===== config.mk =====
export PLATFORM = sky130hd
export DESIGN_NAME = svacc_divu
export DESIGN_NICKNAME = d
export VERILOG_FILES = /design/src/sv/svacc_pkg.sv /design/src/sv/svacc_divu.sv
export SDC_FILE = /design/constraint.sdc
export NUM_CORES = 1
export LEC_CHECK = 0
export BUFFER_PORTS_ARGS = -buffer_cell sky130_fd_sc_hd__buf_2
export CORE_MARGIN = 8
export CORE_UTILIZATION = 55
export DETAILED_ROUTE_END_ITERATION = 10
export PLACE_DENSITY = 0.87
export SETUP_SLACK_MARGIN = 0.15
export SLEW_MARGIN = 30
export SYNTH_ARGS = -nofsm -noshare
export SYNTH_HDL_FRONTEND = slang
export SYNTH_SLANG_ARGS = --single-unit

===== constraint.sdc =====
create_clock -name clk -period 2.8 [get_ports clk]
set_input_delay 0.56 -clock clk [delete_from_list [all_inputs] [get_ports clk]]
set_output_delay 0.56 -clock clk [all_outputs]
set_load 0.01 [all_outputs]

===== src/sv/svacc_pkg.sv =====
// Shared types, constants and fixed-point helpers of the spring vertex accelerator.
`default_nettype none
package svacc_pkg;

  localparam int WORD_BITS     = 32;
  localparam int FRAC_BITS_DEF = 16;
  localparam int MAX_AXES_DEF  = 3;
  localparam int NUM_AXES      = 3;
  localparam int SCALAR_BITS   = 31;
  localparam int ACC_BITS      = 48;
  localparam int QDEPTH        = 2;
  localparam int CFG_IDX_BITS  = 2;

  localparam logic [CFG_IDX_BITS-1:0] REG_DIMENSIONS = 2'd0;
  localparam logic [CFG_IDX_BITS-1:0] REG_EXT_X      = 2'd1;
  localparam logic [CFG_IDX_BITS-1:0] REG_EXT_Y      = 2'd2;
  localparam logic [CFG_IDX_BITS-1:0] REG_EXT_Z      = 2'd3;

  localparam logic signed [65:0] WMAX = (66'sd1 <<< (WORD_BITS - 1)) - 66'sd1;
  localparam logic signed [65:0] WMIN = -WMAX - 66'sd1;
  localparam logic signed [65:0] AMAX = (66'sd1 <<< (ACC_BITS - 1)) - 66'sd1;
  localparam logic signed [65:0] AMIN = -AMAX - 66'sd1;

  typedef enum logic {
    KIND_VERTEX   = 1'b0,
    KIND_NEIGHBOR = 1'b1
  } item_kind_t;

  typedef struct packed {
    item_kind_t                                kind;
    logic [NUM_AXES-1:0][WORD_BITS-1:0]        pos;
    logic [NUM_AXES-1:0][WORD_BITS-1:0]        vel;
    logic [SCALAR_BITS-1:0]                    scalar_one;
    logic [SCALAR_BITS-1:0]                    scalar_two;
    logic                                      last;
  } qentry_t;

  typedef struct packed {
    logic [1:0]                                dims;
    logic [NUM_AXES-1:0][WORD_BITS-1:0]        ext;
  } cfg_t;

  typedef struct packed {
    logic                                      start;
    logic [63:0]                               dividend;
    logic [WORD_BITS-1:0]                      divisor;
  } div_req_t;

  typedef struct packed {
    logic                                      done;
    logic [63:0]                               quotient;
  } div_rsp_t;

  function automatic logic signed [65:0] signed_of(input logic neg, input logic [63:0] m);
    logic signed [65:0] v;
    v = $signed({2'b00, m});
    return neg ? -v : v;
  endfunction

  function automatic logic [WORD_BITS-1:0] sat_word(input logic signed [65:0] v);
    logic signed [65:0] r;
    r = v;
    if (v > WMAX) r = WMAX;
    else if (v < WMIN) r = WMIN;
    return r[WORD_BITS-1:0];
  endfunction

  function automatic logic [ACC_BITS-1:0] sat_acc(input logic signed [65:0] v);
    logic signed [65:0] r;
    r = v;
    if (v > AMAX) r = AMAX;
    else if (v < AMIN) r = AMIN;
    return r[ACC_BITS-1:0];
  endfunction

  function automatic logic [WORD_BITS-1:0] mag_word(input logic [WORD_BITS-1:0] v);
    return v[WORD_BITS-1] ? (~v + 1'b1) : v;
  endfunction

endpackage
`default_nettype wire


===== src/sv/svacc_divu.sv =====
// Restoring unsigned divider, 64-bit dividend by word divisor, one quotient bit per cycle.
`default_nettype none
module svacc_divu (
  input  wire logic                  clk,
  input  wire logic                  rst,
  input  wire svacc_pkg::div_req_t   req,
  output svacc_pkg::div_rsp_t        rsp
);

  localparam int W = svacc_pkg::WORD_BITS;

  logic          busy;
  logic          done;
  logic [5:0]    cnt;
  logic [W-1:0]  rem;
  logic [63:0]   quo;
  logic [W-1:0]  dvsr;
  logic [W:0]    rem_sh;
  logic [W:0]    diff;
  logic          ge;

  always_comb begin
    rem_sh = {rem, quo[63]};
    diff   = rem_sh - {1'b0, dvsr};
    ge     = (rem_sh >= {1'b0, dvsr});
  end

  always_ff @(posedge clk) begin
    if (rst) begin
      busy <= 1'b0;
      done <= 1'b0;
      cnt  <= '0;
    end else begin
      done <= 1'b0;
      if (req.start) begin
        busy <= 1'b1;
        cnt  <= '0;
      end else if (busy) begin
        cnt <= cnt + 1'b1;
        if (cnt == 6'd63) begin
          busy <= 1'b0;
          done <= 1'b1;
        end
      end
    end
  end

  always_ff @(posedge clk) begin
    if (req.start) begin
      rem  <= '0;
      quo  <= req.dividend;
      dvsr <= req.divisor;
    end else if (busy) begin
      rem <= ge ? diff[W-1:0] : rem_sh[W-1:0];
      quo <= {quo[62:0], ge};
    end
  end

  assign rsp.done     = done;
  assign rsp.quotient = quo;

endmodule
`default_nettype wire


==> flow_metrics.env <==
export IMPL_crit_path_end_kind="flip-flop"
export IMPL_syn_nets=853
export IMPL_num_antenna_cells=0
export IMPL_rows=43
export IMPL_clock_skew_ns=0.0107
export IMPL_grt_ovfl_total=0
export IMPL_routed_wl_um=22500
export IMPL_grt_pass1_wl_um=33900
export IMPL_grt_antenna_before_repair=0
export IMPL_die_width_um=134
export IMPL_nets=1042
export IMPL_whs_ns=0.301
export IMPL_io_buffers=163
export IMPL_leakagePower_nw=4.08
export IMPL_clkTransAtPathRegs_ns=0.06
export IMPL_synthFlopType="edfxtp_1"
export IMPL_area_growth_pct=29.1
export IMPL_power_density_mw_per_mm2=636
export IMPL_synth_seq_cells=136
export IMPL_hold_viol=0
export IMPL_cts_hold_buf=0
export IMPL_cts_buffers=17
export IMPL_final_min_clock_period_ns=2.65
export IMPL_setup_viol=0
export IMPL_avgSynthCellArea_um2=10.7
export IMPL_htree_levels=4
export IMPL_seq_area_frac_synth=0.479
export IMPL_worstPathArrival_ns=2.98
export IMPL_place_congestion=0.983
export IMPL_clock_sinks=136
export IMPL_vdd_ir_drop_max_uv=457
export IMPL_grt_use_total=0.239
export IMPL_ys_async_sr_fraction=0
export IMPL_via_per_inst=6.02
export IMPL_cts_tree="built"
export IMPL_syn_inst=720
export IMPL_drtAntennaViolNets=0
export IMPL_max_cap_violations=0
export IMPL_synth_edff_count=96
export IMPL_crit_path_start_kind="flip-flop"
export IMPL_drc=0
export IMPL_core_mm2=0.0138
export IMPL_via_count=6636
export IMPL_initial_core_util=0.559
export IMPL_min_path_type="in2reg"
export IMPL_rsz0062_at_grt="yes"
export IMPL_io_pins=164
export IMPL_crit_required_ns=3.13
export IMPL_dr_pass1_iters=5
export IMPL_fmax_mhz=378
export IMPL_critPathKind="reg2reg"
export IMPL_place_hpwl_um=15900
export IMPL_wl_per_cell_um=20.4
export IMPL_yosysWarnings=0
export IMPL_worst_slew_pin_slew_ns=0.613
export IMPL_netlist_area_mm2=0.00769
export IMPL_status="finished clean"
export IMPL_fin_setup_tns_ns=0
export IMPL_grt_pass1_vias=6673
export IMPL_die_area_mm2=0.0180
export IMPL_path_max_fanout=7
export IMPL_die_height_um=134
export IMPL_post_route_period_util=0.946
export IMPL_synth_distinct_cells=73
export IMPL_cts_buffer_depth=2
export IMPL_clockRootBuffer="clkbuf_16"
export IMPL_drive_gt1_frac=0.418
export IMPL_relSlewSlack=0.581
export IMPL_grt_start_max_net_pins=50
export IMPL_insertion_delay_ns=0.43
export IMPL_report_final_slew_viol_count=0
export IMPL_initialDrtViolationCount=583
==> report_power, final <==
part	total, mW	switching (mW)	internal (mW)
clock	2.43	0.921	1.51
sequential	2.48	0.115	2.36
combinational	1.41	0.787	0.623
==> kinds of logic after synthesis <==
kind of cell	after synthesis	share of synthesized area
mux	68	0.0989
compound gates	175	0.162
buf+inv	87	0.0507
flops	136	0.479
simple gates	192	0.121
fa+ha+maj	34	0.0563
xor+xnor	28	0.0319
==> per-stage QoR <==
step / instance area (µm²) / utilization / instances / worst slack (ns) / total power [mW]
after CTS: 9530 / 0.692 / 1090 / 0.131 / 6.20
after global placement: 8780 / 0.638 / 1053 / 0.108 / 3.71
after floorplan: 7690 / - / 720 / 0.286 / 3.31
after global routing: 9940 / 0.721 / 1102 / 0.0229 / 6.55
after detailed placement: 8780 / 0.638 / 1053 / -0.000871 / 3.74
final: 9940 / 0.721 / 1102 / 0.152 / 6.32
==> layer usage <==
layer  global-route usage  up-vias  part of all wire
li1                     -     3070                 -
met1                0.259     3140              0.37
met2                0.405      349              0.50
met3               0.0883       77             0.092
met4                0.116        0             0.035
met5                    0        -                 0
==> sequential cells by signal, indices dropped and copies added, names as in the netlist <==
name / flops
busy: 1
cnt: 6
done: 1
dvsr: 32
quo: 64
rem: 32
==> cell type report <==
class / count / area, µm²
fill: 960 / 3840
sequential: 136 / 3680
clock buffer: 17 / 425
multi-input combinational: 497 / 3980
tap: 180 / 225
inverter: 42 / 158
timing repair buffer: 215 / 1260
clock inverter: 15 / 209
==> path summary, 6_finish.rpt <==
| path | startpoint | end | slack [ns] | depth (start not counted) |
|---|---|---|---|---|
| min | req[28] | dvsr[28]$_DFFE_PP_ | 0.30 | 1 |
| max | dvsr[4]$_DFFE_PP_ | rem[10]$_SDFFE_PP0P_ | 0.15 | 12 |
| min reg2reg | cnt[5]$_SDFFE_PP0P_ | cnt[5]$_SDFFE_PP0P_ | 0.50 | 2 |
| max reg2reg | dvsr[4]$_DFFE_PP_ | rem[10]$_SDFFE_PP0P_ | 0.15 | 12 |
==> critical path: stages (launching register included) <==
cell	delay [ns]
edfxtp_1	0.37
inv_1	0.07
ha_2	0.32
nand3_2	0.14
o21ba_4	0.19
o211ai_4	0.23
nand3_2	0.12
and3_4	0.20
o21ai_4	0.24
buf_6	0.17
buf_6	0.12
nand3_2	0.09
a311oi_1	0.28
==> Yosys cell counts, drive strengths merged (12+ instances only) <==
cell type   n  share of area
clkbuf     24          0.012
edfxtp     96           0.37
mux2       64          0.094
a21oi      36          0.025
ha         33          0.054
a311oi     21          0.024
nor2       58          0.028
buf        21          0.019
nand4      15          0.013
inv        42          0.020
o21ai      43          0.030
nand3      31          0.020
a21o       12          0.012
xor2       12          0.014
nand2      44          0.022
dfxtp      40           0.10
xnor2      16          0.018
==> what timing repair did <==
item | CTS | global route
setup endpoints to repair | 21 | 31
gates resized for setup | 10 | 64
setup buffers | 5 | 12
hold endpoints to repair | 0 | 0
pin swaps | 7 | 30
==> cells in the final DEF (no fill, tap or decap), types with 7 or more instances in the layout <==
cell / instances
o21ai_0: 20
buf_2: 162
nor2_1: 57
a21oi_2: 7
o21ai_1: 20
mux2_2: 64
nand3_2: 7
dfxtp_1: 39
a21o_1: 12
nand3_1: 24
inv_1: 39
a21oi_1: 28
buf_6: 8
ha_1: 17
nand4_1: 14
xor2_1: 12
buf_4: 43
inv_6: 7
xnor2_1: 16
ha_4: 10
edfxtp_1: 96
clkbuf_16: 17
nand2_1: 41
a311oi_1: 15
(Power assumes the default switching activity.)
