[src/sv/svacc_pkg.sv]
// Shared types, constants and fixed-point helpers of the spring vertex accelerator.
`default_nettype none
package svacc_pkg;

  localparam int WORD_BITS     = 32;
  localparam int FRAC_BITS_DEF = 16;
  localparam int MAX_AXES_DEF  = 3;
  localparam int NUM_AXES      = 3;
  localparam int SCALAR_BITS   = 31;
  localparam int ACC_BITS      = 48;
  localparam int QDEPTH        = 2;
  localparam int CFG_IDX_BITS  = 2;

  localparam logic [CFG_IDX_BITS-1:0] REG_DIMENSIONS = 2'd0;
  localparam logic [CFG_IDX_BITS-1:0] REG_EXT_X      = 2'd1;
  localparam logic [CFG_IDX_BITS-1:0] REG_EXT_Y      = 2'd2;
  localparam logic [CFG_IDX_BITS-1:0] REG_EXT_Z      = 2'd3;

  localparam logic signed [65:0] WMAX = (66'sd1 <<< (WORD_BITS - 1)) - 66'sd1;
  localparam logic signed [65:0] WMIN = -WMAX - 66'sd1;
  localparam logic signed [65:0] AMAX = (66'sd1 <<< (ACC_BITS - 1)) - 66'sd1;
  localparam logic signed [65:0] AMIN = -AMAX - 66'sd1;

  typedef enum logic {
    KIND_VERTEX   = 1'b0,
    KIND_NEIGHBOR = 1'b1
  } item_kind_t;

  typedef struct packed {
    item_kind_t                                kind;
    logic [NUM_AXES-1:0][WORD_BITS-1:0]        pos;
    logic [NUM_AXES-1:0][WORD_BITS-1:0]        vel;
    logic [SCALAR_BITS-1:0]                    scalar_one;
    logic [SCALAR_BITS-1:0]                    scalar_two;
    logic                                      last;
  } qentry_t;

  typedef struct packed {
    logic [1:0]                                dims;
    logic [NUM_AXES-1:0][WORD_BITS-1:0]        ext;
  } cfg_t;

  typedef struct packed {
    logic                                      start;
    logic [63:0]                               dividend;
    logic [WORD_BITS-1:0]                      divisor;
  } div_req_t;

  typedef struct packed {
    logic                                      done;
    logic [63:0]                               quotient;
  } div_rsp_t;

  function automatic logic signed [65:0] signed_of(input logic neg, input logic [63:0] m);
    logic signed [65:0] v;
    v = $signed({2'b00, m});
    return neg ? -v : v;
  endfunction

  function automatic logic [WORD_BITS-1:0] sat_word(input logic signed [65:0] v);
    logic signed [65:0] r;
    r = v;
    if (v > WMAX) r = WMAX;
    else if (v < WMIN) r = WMIN;
    return r[WORD_BITS-1:0];
  endfunction

  function automatic logic [ACC_BITS-1:0] sat_acc(input logic signed [65:0] v);
    logic signed [65:0] r;
    r = v;
    if (v > AMAX) r = AMAX;
    else if (v < AMIN) r = AMIN;
    return r[ACC_BITS-1:0];
  endfunction

  function automatic logic [WORD_BITS-1:0] mag_word(input logic [WORD_BITS-1:0] v);
    return v[WORD_BITS-1] ? (~v + 1'b1) : v;
  endfunction

endpackage
`default_nettype wire

[src/sv/svacc_front.sv]
// Input side: accepts items, tags them by kind and queues them for the sequencer.
`default_nettype none
module svacc_front (
  input  wire logic                               clk,
  input  wire logic                               rst,
  input  wire logic                               in_valid,
  output logic                                    in_ready,
  input  wire logic                               func,
  input  wire logic [svacc_pkg::WORD_BITS-1:0]    p_x,
  input  wire logic [svacc_pkg::WORD_BITS-1:0]    p_y,
  input  wire logic [svacc_pkg::WORD_BITS-1:0]    p_z,
  input  wire logic [svacc_pkg::WORD_BITS-1:0]    vel_x,
  input  wire logic [svacc_pkg::WORD_BITS-1:0]    vel_y,
  input  wire logic [svacc_pkg::WORD_BITS-1:0]    vel_z,
  input  wire logic [svacc_pkg::SCALAR_BITS-1:0]  scalar_one,
  input  wire logic [svacc_pkg::SCALAR_BITS-1:0]  scalar_two,
  input  wire logic                               last_item,
  output logic                                    q_valid,
  output svacc_pkg::qentry_t                      q_entry,
  input  wire logic                               q_pop
);

  localparam int PW = (svacc_pkg::QDEPTH > 1) ? $clog2(svacc_pkg::QDEPTH) : 1;
  localparam int CW = $clog2(svacc_pkg::QDEPTH + 1);
  localparam logic [PW-1:0] PTR_LAST = PW'(svacc_pkg::QDEPTH - 1);
  localparam logic [CW-1:0] CNT_FULL = CW'(svacc_pkg::QDEPTH);

  svacc_pkg::qentry_t slots [svacc_pkg::QDEPTH];
  svacc_pkg::qentry_t entry_in;
  logic [PW-1:0]      wr_ptr;
  logic [PW-1:0]      rd_ptr;
  logic [CW-1:0]      count;
  logic               push;
  logic               pop;

  always_comb begin
    entry_in.kind       = func ? svacc_pkg::KIND_NEIGHBOR : svacc_pkg::KIND_VERTEX;
    entry_in.pos        = {p_z, p_y, p_x};
    entry_in.vel        = {vel_z, vel_y, vel_x};
    entry_in.scalar_one = scalar_one;
    entry_in.scalar_two = scalar_two;
    entry_in.last       = last_item;
  end

  assign in_ready = (count != CNT_FULL);
  assign q_valid  = (count != '0);
  assign q_entry  = slots[rd_ptr];
  assign push     = in_valid && in_ready;
  assign pop      = q_pop && q_valid;

  always_ff @(posedge clk) begin
    if (push) begin
      slots[wr_ptr] <= entry_in;
    end
  end

  always_ff @(posedge clk) begin
    if (rst) begin
      wr_ptr <= '0;
      rd_ptr <= '0;
      count  <= '0;
    end else begin
      if (push) wr_ptr <= (wr_ptr == PTR_LAST) ? '0 : wr_ptr + 1'b1;
      if (pop)  rd_ptr <= (rd_ptr == PTR_LAST) ? '0 : rd_ptr + 1'b1;
      if (push && !pop)      count <= count + 1'b1;
      else if (pop && !push) count <= count - 1'b1;
    end
  end

endmodule
`default_nettype wire

[config.mk]
export PLATFORM = sky130hd
export DESIGN_NAME = svacc_front
export DESIGN_NICKNAME = d
export VERILOG_FILES = /design/src/sv/svacc_pkg.sv /design/src/sv/svacc_front.sv
export SDC_FILE = /design/constraint.sdc
export NUM_CORES = 1
export LEC_CHECK = 0
export BUFFER_PORTS_ARGS = -buffer_cell sky130_fd_sc_hd__buf_2
export CORE_AREA = 5 5 199 201
export DETAILED_ROUTE_END_ITERATION = 16
export DIE_AREA = 0 0 204 206
export PLACE_DENSITY = 0.86
export SLEW_MARGIN = 20
export SYNTH_ARGS = -nofsm -noshare
export SYNTH_HDL_FRONTEND = slang
export SYNTH_SLANG_ARGS = --single-unit
[constraint.sdc]
create_clock -name clk -period 17.6 [get_ports clk]
set_input_delay 2.64 -clock clk [delete_from_list [all_inputs] [get_ports clk]]
set_output_delay 2.64 -clock clk [all_outputs]
set_load 0.01 [all_outputs]
==> flow_summary.yaml, run 1 <==
sta:
  hold_violations: 0
  fin_crit_sh_pct: 35.0
  finClkSkew_ps: 14.2
  timing.hold.ws_ps: 514
  relSlewSlack_pct: 30.1
  rsz0062_at_grt: "false"
  fin_crit_ps: 6170
  tightest_slew_ps: 1050
  setup_tns_ps: 0
  fmax_mhz: 162
  final_max_slew_viol_count: 0
  setup-violations-final: 0
hold_path:
  holdPathStages: 2
  min_from: "rd_ptr"
  whs_endpoint: "rd_ptr"
  hp-class: "register to register"
floorplanning:
  die_area_sq_um: 42000
  die_h_um: 206
  core_area_sq_um: 37400
  row_count: 71
  fp.dieW_um: 204
  io_pins: 518
  start_util_pct: 50.2
logic_synthesis:
  netlist_area_sq_um: 18800
  avgSynthCellArea_sq_um: 22.9
  synth_cells: 820
  yosys_warnings: 0
  yosysSeqAreaShare_pct: 82.4
  synth.ff_latch_count: 517
  netlist-cell-type-count: 19
  synth_nets: 1081
worst_setup_path:
  worst-setup-path-type: "register to output port"
  critPathLaunchType: "register"
  reg2regPathDepth: 4
  path_max_fanout: 75
  crit_arrival_ps: 3530
  reg2reg_slack_ps: 14230
  cp-end-kind: "output port"
  critPathRequiredTime_ps: 14960
  rr_endpoint: "slots[1][46]"
  r2r-start: "count[0]"
drt:
  via_per_inst: 5.08
  dr.pass1.iters: 4
  via_count: 9805
  wl_per_cell_um: 22.3
  routed-wl-met2_um: 22400
  top_layer_used: "met5"
  drtIter0Drc: 505
  ant_nets: 0
  wl_met3_um: 4430
  drc: 0
  wirelength_um: 43000
  wl_met1_um: 14900
finish:
  areaGrowthSynthToFinish_pct: 24.3
  nFillCells: 2540
  final_nets: 1630
  final_layout_size_suffix_gt1_share_pct: 60.5
pwr:
  cellLeakagePower_nw: 8.64
  power.switching_mw: 0.904
  internal-power_mw: 2.46
  seqPwrFrac_pct: 47.3
  power_density_nw_per_um2: 144
  pwr-share-clk_pct: 29.6
  p_sw_share_pct: 26.9
  power_mw: 3.36
  vdd_drop_max_v: 0.000109
  p_comb_share_pct: 23.0
grt:
  grt_overflow_total: 0
  grt_pass1_wl_um: 61300
  grt_max_degree: 110
  antenna_found_initial: 10
  grt_pass1_vias: 10402
  track_usage_pct: 19.4
clocking:
  cts_buffers: 50
  cts_buffer_depth: 3
  cts_resized: 0
  clockRootBuffer: "clkbuf_16"
  clk_pin_slew_ps: 60
  hold_buffers: 0
  h-tree-depth: 2
  clk_latency_ps: 580
  postCtsSetupRepairBufs: 0
  cts_sinks: 517
  tritoncts: "built"
placed_design:
  port_buffers: 517
  dp_hpwl_um: 29600
  place.gp.congestion: 0.842
run_status:
  outcome: "finished clean"
run:
  maxCapViolCount: 0
state kept, by name, indices dropped and copies added, names as in the netlist, named ones only:
register  flops
count         2
slots       512
rd_ptr        1
wr_ptr        1
power by group through the flow:
| stage | logic [mW] | registers [mW] | clock network [mW] |
|---|---|---|---|
| after CTS | 0.784 | 1.59 | 1.02 |
| after global routing | 0.828 | 1.60 | 1.08 |
| after detailed placement | 0.777 | 1.61 | 0 |
| after global placement | 0.760 | 1.61 | 0 |
| final | 0.775 | 1.59 | 0.996 |
| after floorplan | 0.514 | 1.63 | 0 |
cells by family after synthesis:
family,count (synthesis),share of synthesized area (%)
DFF,517,82.4
AOI/OAI and AO/OA,5,0.160
xor gates and xnor gates,3,0.140
adders and majority gates,1,0.0666
buffers and inverters,29,1.65
and+or+nand+nor,9,0.267
muxes,256,15.3
synthesized netlist by cell type:
cell type / instances / area share [%]
edfxtp_1: 512 / 82
mux2_2: 256 / 15
buf_6: 26 / 1.6
dfxtp_1: 5 / 0.53
nor2_1: 3 / 0.060
xor2_1: 3 / 0.14
a21oi_1: 2 / 0.053
o21ai_0: 2 / 0.053
a21bo_2: 1 / 0.053
and2_1: 1 / 0.033
and3_1: 1 / 0.033
buf_2: 1 / 0.027
buf_4: 1 / 0.040
ha_1: 1 / 0.067
inv_1: 1 / 0.020
nand2b_1: 1 / 0.033
nand3b_1: 1 / 0.040
or2_2: 1 / 0.033
or3_1: 1 / 0.033
area by class of cell:
class | count | area, sq um | share of cell area [%]
clock inverters | 26 | 149 | 0.638
diodes | 7 | 17.5 | 0.0750
multi-input cells | 274 | 3010 | 12.9
well taps | 511 | 639 | 2.74
flip-flops and latches | 517 | 15500 | 66.3
clock buffers | 68 | 1390 | 5.97
repair buffers | 525 | 2650 | 11.3
inverters | 1 | 11.3 | 0.0482
worst max-delay path by stage:
stage                         from      endpoint  slack, ps  cells past startpoint
after floorplan           in_valid   slots[1][0]       8430                      1
after global placement    register   q_entry[65]      12130                      4
after CTS                 register  q_entry[167]      11400                      4
after detailed placement  register   q_entry[65]      12030                      4
after global routing      register   q_entry[24]      11250                      4
final                     register   q_entry[47]      11430                      4
placed cells by master (no fill, tap or decap), drive strengths merged, types with 2 or more instances in the layout:
cell / n
clkinv: 22
nor2: 3
buf: 525
a21oi: 2
edfxtp: 512
diode: 7
inv: 2
clkinvlp: 2
o21ai: 2
clkbuf: 68
dfxtp: 5
xor2: 3
mux2: 256
metrics by stage:
stage | instances | setup WS, ps | util (%) | cell area, sq um
after floorplan | 820 | 8430 | - | 18800
after global placement | 1828 | 12130 | 58.2 | 21800
after detailed placement | 1828 | 12030 | 58.2 | 21800
after CTS | 1922 | 11400 | 62.4 | 23300
after global routing | 1926 | 11250 | 62.4 | 23300
final | 1929 | 11430 | 62.4 | 23300
critical path, cell delays in order, from the launching register on:
cell	delay (ps)
dfxtp_4	610
buf_4	800
buf_4	830
mux2_2	420
buf_2	140
metal layers:
| metal | GRT usage, % | up-vias |
|---|---|---|
| li1 | - | 4400 |
| met1 | 21.5 | 4814 |
| met2 | 34.6 | 506 |
| met3 | 6.86 | 79 |
| met4 | 7.32 | 6 |
| met5 | 0 | - |
Note: power is estimated with default switching activity, not from simulation.
==> run 2, diff against run 1 <==
- CORE_AREA: 5 5 199 201 -> default
- CORE_MARGIN: default -> 5
- CORE_UTILIZATION: default -> 47
- DIE_AREA: 0 0 204 206 -> default
- PLACE_DENSITY: 0.86 -> 0.85
- clock period: 17.6 -> 5.05 ns (I/O delays scaled with it)
==> flow_summary.yaml, run 2 (synthesis results as in run 1) <==
run_status:
  outcome: "finished clean"
sta:
  tightest_slew_ps: 1020
  relSlewSlack_pct: 32.2
  rsz0062_at_grt: "false"
  fin_crit_ps: 3420
  fin_crit_sh_pct: 67.7
  timing.hold.ws_ps: 382
  setup-violations-final: 0
  fmax_mhz: 292
  hold_violations: 0
  setup_tns_ps: 0
  finClkSkew_ps: 11.9
  final_max_slew_viol_count: 0
drt:
  wl_met1_um: 14400
  wl_met3_um: 3930
  routed-wl-met2_um: 21300
  dr.pass1.iters: 5
  drc: 0
  wirelength_um: 40900
  wl_per_cell_um: 21.1
  via_per_inst: 5.04
  drtIter0Drc: 654
  via_count: 9776
  top_layer_used: "met5"
  ant_nets: 0
clocking:
  clockRootBuffer: "clkbuf_16"
  clk_latency_ps: 560
  h-tree-depth: 2
  cts_buffer_depth: 3
  clk_pin_slew_ps: 60
  cts_buffers: 49
  cts_resized: 0
  hold_buffers: 0
  postCtsSetupRepairBufs: 0
  tritoncts: "built"
  cts_sinks: 517
worst_setup_path:
  crit_path_cell_trace: "buf_12 > mux2_2 > buf_2"
  path_buf_inv: 2
  cpLargestDelayFamily: "flip-flops"
  r2r-start: "count[0]"
  critPathLaunchType: "register"
  reg2regPathDepth: 3
  cp-end-kind: "output port"
  cp_slowest_cell: "dfxtp_4"
  path_max_fanout: 88
  worst-setup-path-type: "register to output port"
  max_stage_delay_ps: 960
  rr_endpoint: "slots[1][20]"
  critPathRequiredTime_ps: 4290
  reg2reg_slack_ps: 2550
  crit_arrival_ps: 2660
pwr:
  power_mw: 11.9
  cellLeakagePower_nw: 8.70
  vdd_drop_max_v: 0.000395
  power_density_nw_per_um2: 505
hold_path:
  whs_endpoint: "slots[0][189]"
  holdPathStages: 1
  min_from: "p_x[30]"
  hp-class: "input pin to register"
finish:
  final_cell_mix: "buf_2, edfxtp_1, mux2_2"
  final_layout_size_suffix_gt1_share_pct: 60.9
  areaGrowthSynthToFinish_pct: 25.1
  largest_register_ff_count: 512
  reg_top3: "slots (512), count (2)"
  final_common_cell: "buf_2"
  utilization_pct: 59.3
  final_nets: 1630
  regMostFlops: "slots"
floorplanning:
  fp.dieW_um: 210
  die_area_sq_um: 44100
  start_util_pct: 47.4
  io_pins: 518
  core_area_sq_um: 39600
  die_h_um: 210
  row_count: 73
run:
  maxCapViolCount: 0
grt:
  track_usage_pct: 17.8
  grt_overflow_total: 0
  grt_pass1_vias: 10553
  grt_pass1_wl_um: 60400
  antenna_found_initial: 8
  grt_max_degree: 143
placed_design:
  dp_hpwl_um: 27600
  place.gp.congestion: 0.841
  port_buffers: 517
==> run 2: metrics by stage <==
| step | cells | setup WS (ps) | cell area [sq um] |
|---|---|---|---|
| after global routing | 1939 | 1520 | 23500 |
| after global placement | 1843 | 2220 | 21900 |
| final | 1940 | 1630 | 23500 |
| after floorplan | 820 | -60.7 | 18800 |
| after CTS | 1933 | 1590 | 23500 |
| after detailed placement | 1843 | 2230 | 21900 |
==> run 2: power breakdown <==
part | internal [mW] | switching, mW
clock | 2.14 | 1.46
sequential | 5.36 | 0.201
combinational | 1.24 | 1.47
==> run 2: final cells by class <==
cell class / instances / area, sq um
diodes: 7 / 17.5
repair buffers: 526 / 2730
multi-input cells: 274 / 3010
fillers: 2783 / 16100
well taps: 525 / 657
clock inverters: 33 / 308
flip-flops and latches: 517 / 15500
inverters: 1 / 7.51
clock buffers: 57 / 1300
==> run 2: layer usage <==
layer  up-vias  GRT usage (%)
met5         -              0
met4         2           6.71
met3        78           5.34
met2       473           31.3
met1      4833           20.6
li1       4390              -
==> run 2: worst reg2reg max path, cell delays in order (launching register included) <==
cell and delay (ps):
dfxtp_1 430, nand2b_1 220, and3_4 890, buf_4 570
==> run 2: worst max path at each step <==
| stage | startpoint | endpoint | slack, ps | cells past startpoint |
|---|---|---|---|---|
| after detailed placement | register | q_entry[170] | 2230 | 3 |
| final | register | q_entry[56] | 1630 | 3 |
| after CTS | register | q_entry[170] | 1590 | 3 |
| after floorplan | in_valid | slots[0][0] | -60 | 2 |
| after global placement | register | q_entry[170] | 2220 | 3 |
| after global routing | register | q_entry[56] | 1520 | 3 |
==> run 3, diff against run 2 <==
- CORE_UTILIZATION: 47 -> 52
- PLACE_DENSITY: 0.85 -> 0.88
- clock period: 5.05 -> 3.2 ns (I/O delays scaled with it)
==> flow_summary.yaml, run 3 (synthesis results as in run 1) <==
clocking:
  cts_sinks: 517
  clk_latency_ps: 550
  cts_buffers: 49
  clk_pin_slew_ps: 60
  postCtsSetupRepairBufs: 0
  hold_buffers: 0
  h-tree-depth: 2
  clockRootBuffer: "clkbuf_16"
  cts_buffer_depth: 3
  tritoncts: "built"
  cts_resized: 0
worst_setup_path:
  rr_endpoint: "slots[0][12]"
  reg2reg_slack_ps: 1320
  reg2regPathDepth: 4
  path_max_fanout: 105
  worst-setup-path-type: "register to output port"
  critPathLaunchType: "register"
  r2r-start: "count[0]"
  crit_arrival_ps: 2110
  critPathRequiredTime_ps: 2720
  cp-end-kind: "output port"
pwr:
  power_density_nw_per_um2: 799
  vdd_drop_max_v: 0.000819
  power_mw: 18.7
  cellLeakagePower_nw: 8.69
run:
  maxCapViolCount: 0
floorplanning:
  start_util_pct: 52.7
  io_pins: 518
  row_count: 69
  die_h_um: 200
  core_area_sq_um: 35700
  fp.dieW_um: 200
  die_area_sq_um: 40000
drt:
  ant_nets: 0
  dr.pass1.iters: 4
  wl_per_cell_um: 23.1
  wirelength_um: 43500
  via_count: 10011
  drc: 0
  drtIter0Drc: 441
  via_per_inst: 5.33
finish:
  largest_register_ff_count: 512
  final_layout_size_suffix_gt1_share_pct: 61.0
  final_common_cell: "buf_2"
  areaGrowthSynthToFinish_pct: 24.6
  final_design_area_no_fill_sq_um: 23400
  multiInputGateArea_sq_um: 3010
  seqCellArea_sq_um: 15500
  nFillCells: 2296
  regMostFlops: "slots"
  final_cell_mix: "buf_2, edfxtp_1, mux2_2"
  reg_top3: "slots (512), count (2)"
  final_nets: 1635
sta:
  tightest_slew_ps: 780
  timing.hold.ws_ps: 106
  fin_crit_sh_pct: 80.9
  setup_tns_ps: 0
  fin_crit_ps: 2590
  finClkSkew_ps: 12.9
  final_max_slew_viol_count: 0
  rsz0062_at_grt: "false"
  setup-violations-final: 0
  relSlewSlack_pct: 48.0
  fmax_mhz: 386
  hold_violations: 0
hold_path:
  min_from: "p_z[26]"
  hp-class: "input pin to register"
  whs_endpoint: "slots[1][249]"
  holdPathStages: 1
run_status:
  outcome: "finished clean"
grt:
  grt_overflow_total: 0
  grt_pass1_wl_um: 61700
  track_usage_pct: 20.5
  grt_max_degree: 130
  antenna_found_initial: 16
  grt_pass1_vias: 10601
placed_design:
  post_dp_cell_area_sq_um: 21900
  place.gp.congestion: 0.800
  port_buffers: 517
  dp_hpwl_um: 29400
[run 3: metal layers]
metal	global-route usage (%)	up-vias	share of wire, %
met2	35.3	522	51
met1	24.2	4980	35
met4	7.80	6	3.1
met3	6.85	95	11
li1	-	4408	-
met5	0	-	0.12
[run 3: worst max path at each step]
| stage | from | endpoint | slack (ps) | cells after the start |
|---|---|---|---|---|
| 2_1_floorplan | count[0] | slots[0][0] | -1650 | 3 |
| 4_1_cts | register | q_entry[226] | 590 | 3 |
| 5_1_grt | register | q_entry[226] | 540 | 3 |
| 6_report | register | q_entry[3] | 610 | 3 |
| 3_3_place_gp | register | q_entry[29] | 1220 | 3 |
| 3_5_place_dp | register | q_entry[165] | 1220 | 3 |
[run 3: layout make-up]
class / instances / share of cell area (%)
diodes: 11 / 0.118
clock buffers: 61 / 5.43
clock inverters: 24 / 1.04
inverters: 1 / 0.0321
multi-input cells: 274 / 12.9
flip-flops and latches: 517 / 66.1
well taps: 461 / 2.46
repair buffers: 531 / 11.9
[run 3: stage by stage]
step / utilization [%] / setup slack (ps) / instances
after floorplan: - / -1650 / 820
after global placement: 61.3 / 1220 / 1784
after detailed placement: 61.3 / 1220 / 1784
after CTS: 65.6 / 591 / 1869
after global routing: 65.6 / 543 / 1876
final: 65.7 / 611 / 1880
[run 3: power by group]
part	switching [mW]	internal, mW	total, mW
Combinational	2.48	2.00	4.48
Sequential	0.223	8.46	8.69
Clock	2.33	3.21	5.54
Total	5.03	13.7	18.7
[run 3: worst max-delay path: stages, from the launching register on]
cell and delay, ps:
dfxtp_4 410, buf_12 360, mux2_2 420, buf_2 150
